[config.mk]
export PLATFORM = sky130hd
export DESIGN_NAME = tss_ram
export DESIGN_NICKNAME = d
export VERILOG_FILES = /design/src/rtl/tss_ram.sv
export SDC_FILE = /design/constraint.sdc
export NUM_CORES = 1
export LEC_CHECK = 0
export BUFFER_PORTS_ARGS = -buffer_cell sky130_fd_sc_hd__buf_4
export CAP_MARGIN = 20
export CORE_ASPECT_RATIO = 1.4
export CORE_UTILIZATION = 56
export CTS_CLUSTER_SIZE = 28
export DETAILED_ROUTE_END_ITERATION = 10
export GPL_TIMING_DRIVEN = 0
export PLACE_DENSITY = 0.82
export RECOVER_POWER = 50
export SYNTH_ARGS = -nofsm -noshare
export SYNTH_HDL_FRONTEND = slang
export SYNTH_SLANG_ARGS = --single-unit
[constraint.sdc]
create_clock -name clk -period 7.1 [get_ports clk]
set_input_delay 0.355 -clock clk [delete_from_list [all_inputs] [get_ports clk]]
set_output_delay 0.355 -clock clk [all_outputs]
set_load 0.01 [all_outputs]
[src/rtl/tss_ram.sv]
`timescale 1ns / 1ps
// ----------------------------------------------------------------------------
// tss_ram
// Generic single-write, single-read RAM with registered read data.
// ----------------------------------------------------------------------------
module tss_ram #(
    parameter int WIDTH = 32,
    parameter int DEPTH = 16,
    localparam int AW   = $clog2(DEPTH)
) (
    input  logic             clk,
    input  logic             we,
    input  logic [AW-1:0]    waddr,
    input  logic [WIDTH-1:0] wdata,
    input  logic [AW-1:0]    raddr,
    output logic [WIDTH-1:0] rdata
);

    logic [WIDTH-1:0] mem [DEPTH];

    always_ff @(posedge clk)
    begin
        if (we)
        begin
            mem[waddr] <= wdata;
        end
        rdata <= mem[raddr];
    end

endmodule

Word-level counts from Yosys, hierarchy flattened
Memory sizes are Yosys's and may differ from the RTL's. A register that Yosys moved wholly into a read port is not among the register bits.
Index checks and enable logic that the tools add are counted.
{"block": "classes", "add_sub_neg": 0, "shifts": 0, "n_div": 0, "order_cmp": 0, "mux": 2, "eq_ne": 0, "multipliers": 0, "n_bitwise": 0, "n_reduce_logical": 0}
{"op": "1-bit two-way mux", "n": 2}
{"block": "word_totals", "ram_bits": 512, "register_bits": 0, "memories": 1, "romBits": 0, "word_cells": 3, "latch_bits": 0, "out_inout_bits": 32}
{"memory": "mem", "depth": 16, "width": 32, "rd": 1, "rd_clocked_by_memory_dff": 1, "wr": 1, "line": "19", "text": "logic [WIDTH-1:0] mem [DEPTH];"}

Logic depth before layout (Yosys ltp)
{"block": "logic_depth", "depth_word": 2, "mapped_depth": 5, "depth_no_buf": 3}

Least setup slack after synthesis
Ideal clock, no wire load.
{"block": "synth_path", "path_type": "input -> register", "start": "input port waddr[2]", "end": "memory mem[0][0], enable pin", "arrival_time_ps": 3073, "n_path_buf": 0, "slack_ps": 3565, "stages": 2, "t_required_ps": 6639, "path_cell_list": "or3b_2 > nor3_1"}
{"element": "start: declaration", "line": "13", "text": "input logic [AW-1:0] waddr,"}
{"element": "end: declaration", "line": "19"}
No word-level cell before the write port.

Final worst setup path
{"block": "layout_path", "start": "input port waddr[0]", "end": "memory mem[5][27], enable pin"}
No word-level cell before the write port.

==> flow_metrics.py <==
metrics = {
    "run_status": {
        "status": "complete, but fails checks",
        "violations": "max-capacitance violations, max-slew violations",
    },
    "setup_path": {
        "cp_data_arrival_time_ps": 2590,
        "path_cells": "clkbuf_1 -> nand2b_1 -> nor2_1 -> buf_12",
        "rr_endpoint": "rdata[11]",
        "rr_startpoint": "mem[8][11]",
        "slowest_delay_ps": 1290,
        "rr_worst_depth": 3,
        "worst-path-max-fanout": 20,
        "cpMaxStageDelayCell": "nor2_1",
        "worstPathRequired_ps": 7350,
        "critical_path_class": "in2reg",
        "r2r_slack_ps": 5630,
        "cp-end-kind": "flip-flop",
        "startpoint_type": "primary input",
    },
    "min_path": {
        "hold_start": "waddr[1]",
        "min_path_type": "in2reg",
        "min_delay_path_depth": 2,
        "hold_end": "mem[0][17]",
    },
    "timing": {
        "clock-skew-final_ps": 8.92,
        "setup_tns_ps": 0,
        "rsz0062_at_grt": "no",
        "slew_violations": 26,
        "max_freq_mhz": 428,
        "max-slew-margin-rel_pct": -9.23,
        "finalCriticalPeriod_ps": 2340,
        "hold_viol": 0,
        "worstMarginPinSlew_ps": 1630,
        "setup_viol": 0,
        "hold_slack_ps": 242,
        "finalCritPeriodShare_pct": 32.9,
    },
    "routing": {
        "vias_per_cell": 6.50,
        "ant_nets": 0,
        "drt_iter0_drc": 1168,
        "wl_um": 46000,
        "drt_pre_antenna_iters": 5,
        "drc_errors": 0,
        "avgRoutedWirePerCell_um": 31.1,
        "vias": 9614,
    },
    "die": {
        "dieHeight_um": 225,
        "num_io_pins": 74,
        "core_area_mm2": 0.0350,
        "start_util_pct": 56.8,
        "die-width_um": 161,
        "num_rows": 81,
        "dieArea_mm2": 0.0362,
    },
    "pwr": {
        "vdd_ir_drop_max_uv": 191,
        "power.density_mw_per_mm2": 286,
        "p_leak_nw": 7.29,
    },
    "clock_network": {
        "cts_resized": 0,
        "cts_tree": "yes",
        "clockRootBuffer": "clkbuf_16",
        "insertion_delay_ps": 570,
        "cts.path.max_buffers": 3,
        "post-cts-setup-buffers": 0,
        "cts_buffers": 46,
        "htreeDepth": 2,
        "clock_sinks": 544,
        "hold_buffers": 0,
        "clk_pin_slew_ps": 70,
    },
    "place": {
        "dp_hpwl_um": 26200,
        "portBuffers": 71,
        "gp_congestion": 0.732,
    },
    "global_routing": {
        "groute.usage.overall_pct": 26.0,
        "antenna_found_initial": 1,
        "grt_remaining_overflow": 0,
        "grt_pass1_wl_um": 65800,
        "grt_max_degree": 26,
        "grt_pass1_vias": 10100,
    },
    "logic_synthesis": {
        "syn_avg_cell_area_um2": 23.7,
        "synth_seq_area_share_pct": 80.7,
        "syn_inst": 838,
        "synth_area_mm2": 0.0199,
        "synth.ff_latch_count": 544,
        "synthDistinctLibCells": 18,
        "synth_warnings": 0,
        "syn_nets": 880,
    },
    "layout": {
        "layout-drive-gt1-share_pct": 28.0,
        "nNetsFinal": 1025,
        "area_delta_synth_final_pct": 15.2,
        "fill_cells": 2133,
        "final_core_util_pct": 65.4,
        "seq_area_mm2": 0.0160,
        "multi_input_area_mm2": 0.00369,
    },
    "run": {
        "drv_cap": 2,
    },
}
cell usage in the layout, fill, tap and decap left out, drive strengths merged:
cell / n
a22oi: 64
and2: 1
buf: 88
bufinv: 5
clkbuf: 114
clkinv: 17
clkinvlp: 2
dfxtp: 32
diode: 2
edfxtp: 512
mux4: 128
nand2: 33
nand2b: 2
nand3: 1
nand3b: 2
nor2: 13
nor2b: 2
nor3: 4
or3b: 1
how the worst max path moves through the flow:
| stage | start | depth (start not counted) | end |
|---|---|---|---|
| after floorplan | waddr[2] | 2 | mem[0][0] |
| after global placement | waddr[2] | 3 | mem[8][2] |
| after detailed placement | we | 5 | mem[12][4] |
| after CTS | we | 5 | mem[12][2] |
| after global routing | waddr[0] | 4 | mem[5][27] |
| final | waddr[0] | 4 | mem[5][27] |
metal layers:
layer,share of wire (%),GRT usage (%),up-vias
met1,34,32.4,4963
met4,4.2,12.1,0
li1,-,-,3856
met2,53,44.8,661
met3,9.0,4.24,134
met5,0,0,-
area by class of cell:
cell class | instances | share of cell area, %
multi-input cells | 251 | 16.1
flip-flops and latches | 544 | 70.0
plain buffers | 43 | 0.973
repair buffers | 97 | 3.64
well taps | 456 | 2.49
diodes | 2 | 0.0219
clock buffers | 62 | 5.66
clock inverters | 24 | 1.07
critical path, delay by kind of cell:
kind,cells,cell delay [ps]
buf+inv,2,610
simple gates,2,1610
cell families (layout without fill, tap and decap cells):
group	count (synthesis)	in the layout	synth area share, %
and+or+nand+nor	59	59	1.27
muxes	128	128	14.5
buffers and inverters	43	226	1.12
other	0	2	0
DFF	544	544	80.7
AOI/OAI and AO/OA	64	64	2.42
cell usage after synthesis:
cell type | n | area share [%]
edfxtp_1 | 512 | 77
mux4_2 | 128 | 15
a22oi_1 | 64 | 2.4
nand2_1 | 33 | 0.62
dfxtp_1 | 32 | 3.2
clkbuf_1 | 17 | 0.32
nor2_1 | 13 | 0.25
buf_4 | 11 | 0.42
buf_1 | 9 | 0.17
buf_2 | 4 | 0.10
nor3_1 | 4 | 0.10
buf_6 | 2 | 0.11
nand2b_1 | 2 | 0.063
nand3b_1 | 2 | 0.076
nor2b_1 | 2 | 0.063
and2_1 | 1 | 0.032
nand3_1 | 1 | 0.025
or3b_2 | 1 | 0.044
registers in the layout, indices dropped and copies added, names as in the netlist:
signal and flops:
rdata 32, mem 512
power breakdown:
group          leakage, nW  internal [mW]  switching (mW)  total, mW
clock network        0.750           1.47            1.11       2.58
logic                 1.64          0.145           0.206      0.351
registers             4.89           3.59          0.0236       3.61
per-stage QoR:
stage | area (um2) | power, mW | instances | setup slack [ps]
after floorplan | 19900 | 3.86 | 838 | 3570
after global routing | 22900 | 6.68 | 1478 | 4690
after CTS | 23000 | 6.57 | 1477 | 5100
after detailed placement | 21500 | 4.03 | 1391 | 4530
final | 22900 | 6.54 | 1479 | 4760
after global placement | 21000 | 4.00 | 1365 | 1170
No activity file was read; power rests on OpenSTA's default activity.
