===== src/rtl/tss_pkg.sv =====
`timescale 1ns / 1ps
// ----------------------------------------------------------------------------
// tss_pkg
// Shared constants, codes and types of the triangular system solver.
// ----------------------------------------------------------------------------
package tss_pkg;

    localparam int MAX_ROWS  = 16;
    localparam int FRAC_BITS = 16;
    localparam int ROW_W     = $clog2(MAX_ROWS);
    localparam int CNT_W     = ROW_W + 1;
    localparam int ADDR_W    = 2 * ROW_W;
    localparam int DATA_W    = 32;
    localparam int ACC_W     = 64;
    localparam int QUO_W     = ACC_W + 1;
    localparam int LIMIT     = (MAX_ROWS < 16) ? MAX_ROWS : 16;

    localparam logic [1:0] MODE_COEF  = 2'd0;
    localparam logic [1:0] MODE_RHS   = 2'd1;
    localparam logic [1:0] MODE_SOLVE = 2'd2;

    localparam logic [1:0] CFG_UPPER = 2'd0;
    localparam logic [1:0] CFG_SIZE  = 2'd1;

    typedef enum logic [3:0] {
        ST_IDLE,
        ST_RHS_READ,
        ST_ACC_INIT,
        ST_MAC,
        ST_PIVOT,
        ST_PIVOT_WAIT,
        ST_DIV_START,
        ST_DIV_WAIT,
        ST_FINISH,
        ST_EMIT
    } state_t;

    typedef struct packed {
        logic              en;
        logic [ROW_W-1:0]  row;
        logic [DATA_W-1:0] val;
    } sol_write_t;

    typedef struct packed {
        logic              start;
        logic [ACC_W-1:0]  num;
        logic [DATA_W-1:0] den;
    } div_req_t;

    typedef struct packed {
        logic             done;
        logic [QUO_W-1:0] quo;
    } div_rsp_t;

endpackage


===== src/rtl/tss_cell.sv =====
`timescale 1ns / 1ps
// ----------------------------------------------------------------------------
// tss_cell
// One solution cell: holds one unknown, shifts it to its neighbor in the ring.
// ----------------------------------------------------------------------------
module tss_cell
    import tss_pkg::*;
(
    input  logic              clk,
    input  logic              shift,
    input  logic [DATA_W-1:0] shift_in,
    input  logic              wr_en,
    input  logic [DATA_W-1:0] wr_val,
    output logic [DATA_W-1:0] val
);

    logic [DATA_W-1:0] val_reg;

    always_ff @(posedge clk)
    begin
        if (shift)
        begin
            val_reg <= shift_in;
        end
        else if (wr_en)
        begin
            val_reg <= wr_val;
        end
    end

    assign val = val_reg;

endmodule


===== config.mk =====
export PLATFORM = sky130hd
export DESIGN_NAME = tss_cell
export DESIGN_NICKNAME = d
export VERILOG_FILES = /design/src/rtl/tss_pkg.sv /design/src/rtl/tss_cell.sv
export SDC_FILE = /design/constraint.sdc
export NUM_CORES = 1
export LEC_CHECK = 0
export BUFFER_PORTS_ARGS = -buffer_cell sky130_fd_sc_hd__clkbuf_2
export CORE_AREA = 5 5 65 78
export DETAILED_ROUTE_END_ITERATION = 8
export DIE_AREA = 0 0 70 83
export PLACE_DENSITY = 0.73
export RECOVER_POWER = 25
export SYNTH_ARGS = -nofsm -noshare
export SYNTH_HDL_FRONTEND = slang
export SYNTH_SLANG_ARGS = --single-unit

===== constraint.sdc =====
create_clock -name clk -period 1.6 [get_ports clk]
set_clock_uncertainty 0.15 [all_clocks]
set_input_delay 0.08 -clock clk [delete_from_list [all_inputs] [get_ports clk]]
set_output_delay 0.08 -clock clk [all_outputs]
set_load 0.05 [all_outputs]

* Word level (Yosys, flattened, before mapping) *
Cells that the tools add are included.

storage, ports and cells
  register bits after elaboration = 32
  output and inout port bits = 32
  word-level logic and storage cells = 4

operators by class
  mux-type cells = 2
  reduce and logical (&&, ||, !) cells = 1

operators with widths
  kind               count
  $mux 32            2
  $reduce_bool 2->1  1

* Logic depth before layout (Yosys ltp) *
Gate-level depths: netlist of the first run.

  word-level depth = 2
  mapped depth = 3
  depth with buffers taken out = 1

* Worst setup path after synthesis of the first run *
No wires, ideal clock.

  kind = input port to flip-flop
  from = in shift
  to = reg val_reg[0] (netlist: val[0]) (enable)
  library setup time = 0.390 ns
  arrival time = 1.102 ns
  required time = 1.060 ns
  slack = -0.043 ns
  stages = 3
  path buffers = 2
  cell sequence = buf_6 > buf_12 > or2_1

between the ends
  word-level cells in the longest chain between the ends = 1

ends and longest elaborated chain
  item                                RTL line        text
  from (decl)                         tss_cell.sv:10  input logic shift,
  $reduce_bool 2->1 (no source line)  -
  to (signal assigned)                tss_cell.sv:23  val_reg <= shift_in;
  to (signal assigned)                tss_cell.sv:27  val_reg <= wr_val;
  to (decl)                           tss_cell.sv:17  logic [DATA_W-1:0] val_reg;

Every way passes these cells.
A chain may end at the register's enable or synchronous reset.

* Final worst setup path of the first run *
  from = in shift
  to = reg val_reg[27] (netlist: val[27]) (data pin)

between the ends
  word-level cells in the longest chain between the ends = 1

ends and longest elaborated chain
  item     RTL line        text
  $mux 32  tss_cell.sv:21  if (shift)

Every way passes these cells.

==> impl_results.md, run 1 <==
- Initial antenna violation count: 0
- Worst Setup SP: shift
- Cell accounting for the most synthesized area: edfxtp_1
- Most frequent cell after synthesis: edfxtp_1
- Total GRT Usage: 0.170
- Clock Path Buffers: 2
- Post-synth top area share: 0.637
- LEAKAGE: 1.32 nW
- Status: completed
- Final min period: 1.25 ns
- # DRC: 0
- Hold Path Stages: 3
- Register bit total from synthesis: 32
- Synth warnings: 0
- Cell Rows: 26
- Post-DP Area: 0.00206 mm2
- Root buffer cell: clkbuf_8
- Vias: 1260
- Sequential share of power: 0.434
- Final period utilization: 0.784
- DIE WIDTH: 70 um
- Final setup viols: 0
- Crit-path max FO: 10
- Io pins: 99
- Peak supply drop: 0.621 mV
- First-pass GRT wire length: 7.45 mm
- Pin count of the biggest net entering global routing: 33
- Worst setup path endpoint: val[27]
- Worst min path class: primary input to flip-flop
- Req. time, crit path: 1.48 ns
- Vias in the first global route: 1491
- Final Hold Viols: 0
- Crit path kind: primary input to flip-flop
- Total Die Area: 0.00581 mm2
- Initial Utilization: 0.357
- Area grow syn2layout: 84.5%
- Syn avg cell area: 21.9 um2
- Global route overflow: 0
- CTS sink cnt: 32
- Relative slew slack: 0.578
- Post-CTS setup repair buffer count: 0
- Main flop type after synthesis: edfxtp_1
- Startpoint Class: primary input
- Net Count, Synth: 136
- Core Box Area: 0.00423 mm2
- Slew Limit Fails: 0
- Largest cells by area after synthesis: edfxtp_1 64%, mux2_4 29%, buf_12 4.0%
- DR vias/cell: 4.24
- Distinct cell type count after synthesis: 6
- Number of nets in the layout: 306
- Max reg flops: 32
- Placed insts: 224
- Post-synthesis instance total: 69
- Num CTS Buffers: 5
- MaxCap Viol Count: 0
- Hold Slack: 0.202 ns
- Asr flop ratio synth: 0
- Dpl hpwl: 2.62 mm
- Final setup margin: 0.346 ns
- Pre-CTS setup slack: 0.312 ns
- Routed WL per cell: 15.7 um
- Share of post-route cells with drive strength above 1: 0.583
- Post-CTS Resized: 0
- Clk slew on worst S/H paths: 0.07 ns
- Combinational share of power: 0.325
- Max Freq: 0.798 GHz
- RePlAce Congestion: 0.676
- Cell Pwr Density: 873 mW/mm2
- Number of flops mapped to enable cells by yosys: 32
- Final Cell Area: 0.00278 mm2
- Sequential area share after synthesis: 0.637
- Sw power: 0.776 mW
- Iter 0 DRT Violations: 30
- H-tree levels: 2
- CP Capture Type: flip-flop
- CTS tree: built
- Vert. Die Dim: 83 um
- Setup TNS: 0 ns
- Internal power: 1.65 mW
- Finished Core Util: 0.658
- Storage cell area: 961 um2
- Worst Path Arrival: 1.14 ns
- Most frequent cells after synthesis: 32 x edfxtp_1, 29 x mux2_4, 3 x buf_12, 3 x mux2_2
- Worst slew pin tran: 0.632 ns
- Post-DRT Antenna Nets: 0
- Post-CTS Hold Buffers: 64
- Syn Std Cell Area: 0.00151 mm2
- Clock power share: 0.241
- Post-route insts no fill: 297
- Switching share of power: 0.320
- Worst hold start: wr_en
- First-pass DRT Iterations: 3
- Total Wirelength: 4.67 mm
- RSZ-0062 raised after global routing: false
- Footprint of the multi-input gates: 475 um2
- PortBufs: 98
- Total power draw: 2.43 mW
- Filler instances: 319
worst min path at each step:
stage              end  slack (ns)
2_1_floorplan   val[0]        0.15
3_3_place_gp    val[0]        0.23
3_5_place_dp    val[7]        0.23
4_1_cts        val[10]        0.20
5_1_grt        val[27]        0.22
6_report       val[25]        0.20
critical path, cell delays in order:
cell,delay (ns)
clkbuf_1,0.47
buf_4,0.28
mux2_4,0.31
layout make-up:
type / instances / share of cell area
repair buffers: 167 / 0.429
well taps: 56 / 0.0252
flip-flops and latches: 32 / 0.345
diodes: 1 / 0.000900
multi-input cells: 33 / 0.171
clock buffers: 7 / 0.0274
clock inverters: 1 / 0.00135
metal layers:
| metal | up-vias | wire (um) | GRT usage |
|---|---|---|---|
| met5 | - | 0 | 0 |
| met4 | 0 | 87 | 0.0592 |
| met3 | 10 | 381 | 0.0676 |
| met2 | 63 | 2690 | 0.328 |
| met1 | 579 | 1510 | 0.155 |
| li1 | 608 | - | - |
power by group through the flow:
| stage | registers, mW | clock network [mW] | logic (mW) |
|---|---|---|---|
| after detailed placement | 1.07 | 0 | 0.661 |
| after global placement | 1.07 | 0 | 0.655 |
| after floorplan | 1.40 | 0 | 0.149 |
| after CTS | 1.05 | 0.597 | 0.785 |
| after global routing | 1.06 | 0.637 | 0.824 |
| final | 1.05 | 0.584 | 0.789 |
cells by family (layout without fill, tap and decap cells):
family | after synthesis | in the layout | synth area share
buf+inv | 4 | 175 | 0.0473
flops | 32 | 32 | 0.637
mux | 32 | 32 | 0.311
other cells | 0 | 1 | 0
simple gates | 1 | 1 | 0.00415
cell usage in the layout (no fill, tap or decap):
| master | instances |
|---|---|
| mux2_4 | 29 |
| clkbuf_1 | 3 |
| edfxtp_1 | 32 |
| clkinv_1 | 1 |
| buf_4 | 3 |
| buf_12 | 2 |
| or2_2 | 1 |
| mux2_2 | 3 |
| diode_2 | 1 |
| clkbuf_8 | 5 |
| dlygate4sd3_1 | 64 |
| clkbuf_2 | 97 |
Note: power is estimated with default switching activity, not from simulation.
==> inputs of run 2 (changes only) <==
--- a/config.mk
+++ b/config.mk
@@ -6,10 +6,10 @@
 export NUM_CORES = 1
 export LEC_CHECK = 0
 export BUFFER_PORTS_ARGS = -buffer_cell sky130_fd_sc_hd__clkbuf_2
-export CORE_AREA = 5 5 65 78
+export CORE_AREA = 5 5 62 75
 export DETAILED_ROUTE_END_ITERATION = 8
-export DIE_AREA = 0 0 70 83
-export PLACE_DENSITY = 0.73
+export DIE_AREA = 0 0 67 80
+export PLACE_DENSITY = 0.76
 export RECOVER_POWER = 25
 export SYNTH_ARGS = -nofsm -noshare
 export SYNTH_HDL_FRONTEND = slang
==> constraint.sdc (replaced) <==
create_clock -name clk -period 1.25 [get_ports clk]
set_clock_uncertainty 0.15 [all_clocks]
set_input_delay 0.0625 -clock clk [delete_from_list [all_inputs] [get_ports clk]]
set_output_delay 0.0625 -clock clk [all_outputs]
set_load 0.05 [all_outputs]
==> run 2 against run 1 <==
Design area decreased by 0.90%. Clock power increased by 27%. Setup slack got worse by 0.23 ns. Non-clock buffer count decreased by 3. Wire length increased by 0.47%. Critical path type is now flip-flop to output port. Highest routed layer unchanged.
==> impl_results.md, run 2 (synthesis results as in run 1) <==
- Footprint of the multi-input gates: 478 um2 (was 475 um2)
- DR vias/cell: 4.45 (was 4.24)
- Worst min path class: primary input to flip-flop (unchanged)
- Finished Core Util: 0.716 (was 0.658)
- Worst Path Arrival: 0.92 ns (was 1.14 ns)
- Dpl hpwl: 2.87 mm (was 2.62 mm)
- Initial Utilization: 0.392 (was 0.357)
- Buf+Inv Stages, Crit Path: 1 (was 2)
- Most frequent cells in the layout: 97 x clkbuf_2, 64 x dlygate4sd3_1, 32 x edfxtp_1 (unchanged)
- Number of nets in the layout: 303 (was 306)
- Io pins: 99 (unchanged)
- CP Capture Type: output port (was flip-flop)
- Post-CTS Resized: 0 (unchanged)
- MaxCap Viol Count: 0 (unchanged)
- PortBufs: 98 (unchanged)
- CTS tree: built (unchanged)
- Cell Pwr Density: 1130 mW/mm2 (was 873 mW/mm2)
- First-pass DRT Iterations: 4 (was 3)
- Pre-CTS setup slack: 0.0546 ns (was 0.312 ns)
- Total GRT Usage: 0.184 (was 0.170)
- Vias: 1296 (was 1260)
- Root buffer cell: clkbuf_8 (unchanged)
- Crit path kind: flip-flop to output port (was primary input to flip-flop)
- DIE WIDTH: 67 um (was 70 um)
- Relative slew slack: 0.702 (was 0.578)
- Vert. Die Dim: 80 um (was 83 um)
- Clk slew on worst S/H paths: 0.07 ns (about the same)
- Post-DRT Antenna Nets: 0 (unchanged)
- Clock Path Buffers: 2 (unchanged)
- Setup TNS: 0 ns (unchanged)
- Slew Limit Fails: 0 (unchanged)
- Final setup viols: 0 (unchanged)
- Initial antenna violation count: 0 (unchanged)
- Total Wirelength: 4.69 mm (was 4.67 mm)
- CP cell instances: clkbuf_2 (was clkbuf_1 > buf_4 > mux2_4)
- Routed WL per cell: 16.1 um (was 15.7 um)
- Slowest stage cell, crit path: edfxtp_1 (was clkbuf_1)
- Cell Rows: 25 (was 26)
- Vias in the first global route: 1431 (was 1491)
- Area grow syn2layout: 82.8% (was 84.5%)
- Startpoint Class: flip-flop (was primary input)
- Global route overflow: 0 (unchanged)
- Peak supply drop: 0.698 mV (was 0.621 mV)
- Storage cell area: 961 um2 (unchanged)
- Pin count of the biggest net entering global routing: 33 (unchanged)
- Num CTS Buffers: 5 (unchanged)
- First-pass GRT wire length: 6.99 mm (was 7.45 mm)
- Iter 0 DRT Violations: 47 (was 30)
- Max Freq: 0.882 GHz
- Total Die Area: 0.00536 mm2 (was 0.00581 mm2)
- RSZ-0062 raised after global routing: false (unchanged)
- RePlAce Congestion: 0.755 (was 0.676)
- Final setup margin: 0.116 ns (was 0.346 ns)
- Max stage delay on crit path: 0.39 ns (was 0.47 ns)
- LEAKAGE: 1.31 nW (was 1.32 nW)
- Top cell family by delay on the critical path: flip-flops (was buffers and inverters)
- Final min period: 1.13 ns
- Crit-path max FO: 1 (was 10)
- Req. time, crit path: 1.04 ns (was 1.48 ns)
- Final Hold Viols: 0 (unchanged)
- Hold Slack: 0.305 ns (was 0.202 ns)
- Final period utilization: 0.907
- Total power draw: 3.10 mW (was 2.43 mW)
- Status: completed (unchanged)
- Filler instances: 280 (was 319)
- Share of post-route cells with drive strength above 1: 0.578 (was 0.583)
- Max reg flops: 32 (unchanged)
- Worst slew pin tran: 0.448 ns (was 0.632 ns)
- Core Box Area: 0.00385 mm2 (was 0.00423 mm2)
- Commonest non-fill, non-tap cell in the layout: clkbuf_2 (unchanged)
- # DRC: 0 (unchanged)
- Antenna cells: 0 (was 1)
- CTS sink cnt: 32 (unchanged)
- H-tree levels: 2 (unchanged)
## run 2: power breakdown
part | internal [mW] | switching, mW | total, mW
sequential | 1.32 | 0.0330 | 1.35
clock | 0.387 | 0.356 | 0.743
combinational | 0.404 | 0.603 | 1.01
## run 2: final timing paths
kind              cells after the start  endpoint    start  slack (ns)
hold / removal                        3   val[27]    shift        0.31
setup / recovery                      1   val[10]  val[10]        0.12
## run 2: layout make-up
type                            instances  share of cell area
Timing Repair Buffer                  164               0.424
Sequential cell                        32               0.349
Multi-Input combinational cell         33               0.173
Clock buffer                            7              0.0277
Tap cell                               54              0.0245
Clock inverter                          1             0.00136
## run 2: routing by layer
layer / up-vias / track usage / part of all wire
li1: 602 / - / -
met1: 620 / 0.154 / 0.29
met2: 60 / 0.370 / 0.63
met3: 14 / 0.0408 / 0.042
met4: 0 / 0.108 / 0.037
met5: - / 0 / 0
## run 2: metrics by stage
stage          area (um2)  instances
3_3_place_gp         2040        219
5_1_grt              2760        291
4_1_cts              2760        291
3_5_place_dp         2040        219
2_1_floorplan        1510         69
6_report             2760        291
## run 2: worst min-delay path, delay by kind of cell
family	cells	cell delay (ns)
buffers and inverters	2	0.38
multiplexers	1	0.19
## run 2: repair_timing
item,in CTS,in global routing
endpoints found under the hold margin,32,0
hold buffers,64,0
setup endpoints to repair,0,0
setup buffers,0,0
==> inputs of run 3 (changes only) <==
--- a/config.mk
+++ b/config.mk
@@ -7,6 +7,7 @@
 export LEC_CHECK = 0
 export BUFFER_PORTS_ARGS = -buffer_cell sky130_fd_sc_hd__clkbuf_2
 export CORE_AREA = 5 5 62 75
+export CTS_BUF_LIST = sky130_fd_sc_hd__clkbuf_16
 export DETAILED_ROUTE_END_ITERATION = 8
 export DIE_AREA = 0 0 67 80
 export PLACE_DENSITY = 0.76
==> run 3 against run 2 <==
Non-clock buffer count stayed put. First-iteration DRC count decreased by 43%. Via count increased by 0.62%. Combinational power barely moved. Die area unchanged. Critical path depth rose by 2. Total power increased by 12%. Sequential share of layout area is 0.73 points lower. Core utilization up 1.5 points. Worst hold slack improved by 0.0081 ns. Sequential cell count stayed put. Setup slack worse by 0.021 ns.
==> impl_results.md, run 3 (synthesis results as in run 1) <==
- Worst min path class: primary input to flip-flop (unchanged)
- Post-CTS Resized: 0 (unchanged)
- Clock Path Buffers: 2 (unchanged)
- CP Capture Type: flip-flop (was output port)
- Pre-CTS setup slack: 0.0546 ns (unchanged)
- Final min period: 1.15 ns (was 1.13 ns)
- Clock power share: 0.317 (was 0.239)
- Core Box Area: 0.00385 mm2 (unchanged)
- DIE WIDTH: 67 um (unchanged)
- Clk slew on worst S/H paths: 0.05 ns (was 0.07 ns)
- Most frequent cells in the layout: 97 x clkbuf_2, 64 x dlygate4sd3_1, 32 x edfxtp_1 (unchanged)
- Dpl hpwl: 2.87 mm (unchanged)
- Startpoint Class: primary input (was flip-flop)
- Max Freq: 0.866 GHz (was 0.882 GHz)
- Final period utilization: 0.923 (was 0.907)
- Sw power: 1.02 mW (was 0.992 mW)
- Filler instances: 277 (was 280)
- Internal power: 2.44 mW (was 2.11 mW)
- Final setup margin: 0.0957 ns (was 0.116 ns)
- Storage cell area: 961 um2 (unchanged)
- Vert. Die Dim: 80 um (unchanged)
- Post-CTS setup repair buffer count: 0 (unchanged)
- Crit-path max FO: 1 (unchanged)
- Post-DRT Antenna Nets: 0 (unchanged)
- Routed WL per cell: 16.2 um (was 16.1 um)
- Global route overflow: 0 (unchanged)
- Worst slew pin tran: 0.444 ns (was 0.448 ns)
- Max stage delay on crit path: 0.56 ns (was 0.39 ns)
- Cell Rows: 25 (unchanged)
- Io pins: 99 (unchanged)
- Hold Path Stages: 3 (unchanged)
- LEAKAGE: 1.34 nW (was 1.31 nW)
- Initial Utilization: 0.392 (unchanged)
- CP cell instances: dlygate4sd3_1 > clkbuf_2 > mux2_4 (was clkbuf_2)
- Slowest stage cell, crit path: dlygate4sd3_1 (was edfxtp_1)
- Status: completed (unchanged)
- Crit path kind: primary input to flip-flop (was flip-flop to output port)
- Total power draw: 3.46 mW (was 3.10 mW)
- Hold Slack: 0.313 ns (was 0.305 ns)
- Worst Setup SP: wr_val[17] (was val[10])
- Setup TNS: 0 ns (unchanged)
- Slew Limit Fails: 0 (unchanged)
- PortBufs: 98 (unchanged)
- H-tree levels: 2 (unchanged)
- Iter 0 DRT Violations: 27 (was 47)
- Footprint of the multi-input gates: 478 um2 (unchanged)
- Final setup viols: 0 (unchanged)
- Worst Path Arrival: 1.02 ns (was 0.92 ns)
- Number of nets in the layout: 303 (unchanged)
- Pin count of the biggest net entering global routing: 33 (unchanged)
- Max reg flops: 32 (unchanged)
- # DRC: 0 (unchanged)
- RSZ-0062 raised after global routing: false (unchanged)
- Post-CTS Hold Buffers: 64 (unchanged)
- Worst setup path endpoint: val[17] (was val[10])
- Vias: 1304 (was 1296)
- Sequential share of power: 0.391 (was 0.436)
- RePlAce Congestion: 0.755 (unchanged)
- Vias in the first global route: 1451 (was 1431)
- Top cell family by delay on the critical path: buffers and inverters (was flip-flops)
- Relative slew slack: 0.704 (was 0.702)
- Total GRT Usage: 0.182 (was 0.184)
- First-pass GRT wire length: 6.98 mm (was 6.99 mm)
- DR vias/cell: 4.47 (was 4.45)
- Root buffer cell: clkbuf_16 (was clkbuf_8)
- Area grow syn2layout: 86.7% (was 82.8%)
- First-pass DRT Iterations: 4 (unchanged)
- Final Hold Viols: 0 (unchanged)
- Buf+Inv Stages, Crit Path: 2 (was 1)
- Peak supply drop: 0.678 mV (was 0.698 mV)
- Levels on crit path: 3 (was 1)
- Initial antenna violation count: 0 (unchanged)
- Total Die Area: 0.00536 mm2 (unchanged)
- Commonest non-fill, non-tap cell in the layout: clkbuf_2 (unchanged)
- Total Wirelength: 4.72 mm (was 4.69 mm)
- Combinational share of power: 0.292 (was 0.325)
- Req. time, crit path: 1.11 ns (was 1.04 ns)
- Cell Pwr Density: 1230 mW/mm2 (was 1130 mW/mm2)
- CTS sink cnt: 32 (unchanged)
- Share of post-route cells with drive strength above 1: 0.578 (unchanged)
- CTS tree: built (unchanged)
- Switching share of power: 0.295 (was 0.320)
- Num CTS Buffers: 5 (unchanged)
- MaxCap Viol Count: 0 (unchanged)
==> run 3: final cells by class <==
type	count	area share
antenna	1	0.000889
clock inverter	3	0.00400
clock buffer	5	0.0444
tap	54	0.0240
sequential	32	0.341
multi-input combinational	33	0.170
timing repair buffer	164	0.416
==> run 3: worst min path at each step <==
stage,startpoint,end,slack (ns)
2_1_floorplan,shift_in[0],val[0],0.13
3_3_place_gp,shift_in[15],val[15],0.21
3_5_place_dp,wr_val[14],val[14],0.22
4_1_cts,shift,val[27],0.27
5_1_grt,shift,val[27],0.34
6_report,shift,val[27],0.31
==> run 3: worst min-delay path: stages <==
cell and delay (ns):
clkbuf_1 0.17, buf_12 0.21, mux2_4 0.19
==> run 3: through the flow <==
step / instances / cell area, um2 / utilization
3_3_place_gp: 219 / 2040 / 0.529
3_5_place_dp: 219 / 2040 / 0.529
4_1_cts: 291 / 2810 / 0.731
6_report: 292 / 2820 / 0.732
2_1_floorplan: 69 / 1510 / -
5_1_grt: 291 / 2810 / 0.731
==> run 3: power by group through the flow <==
stage	registers, mW	logic [mW]	clock network [mW]
2_1_floorplan	1.79	0.192	0
3_3_place_gp	1.37	0.827	0
3_5_place_dp	1.37	0.840	0
4_1_cts	1.35	1.00	1.11
5_1_grt	1.37	1.05	1.16
6_report	1.35	1.01	1.10
==> run 3: metal layers <==
metal,routed length (um),vias to the layer above,track usage
met5,0,-,0
li1,-,604,-
met2,3020,56,0.370
met1,1340,627,0.149
met4,170,0,0.112
met3,189,17,0.0366
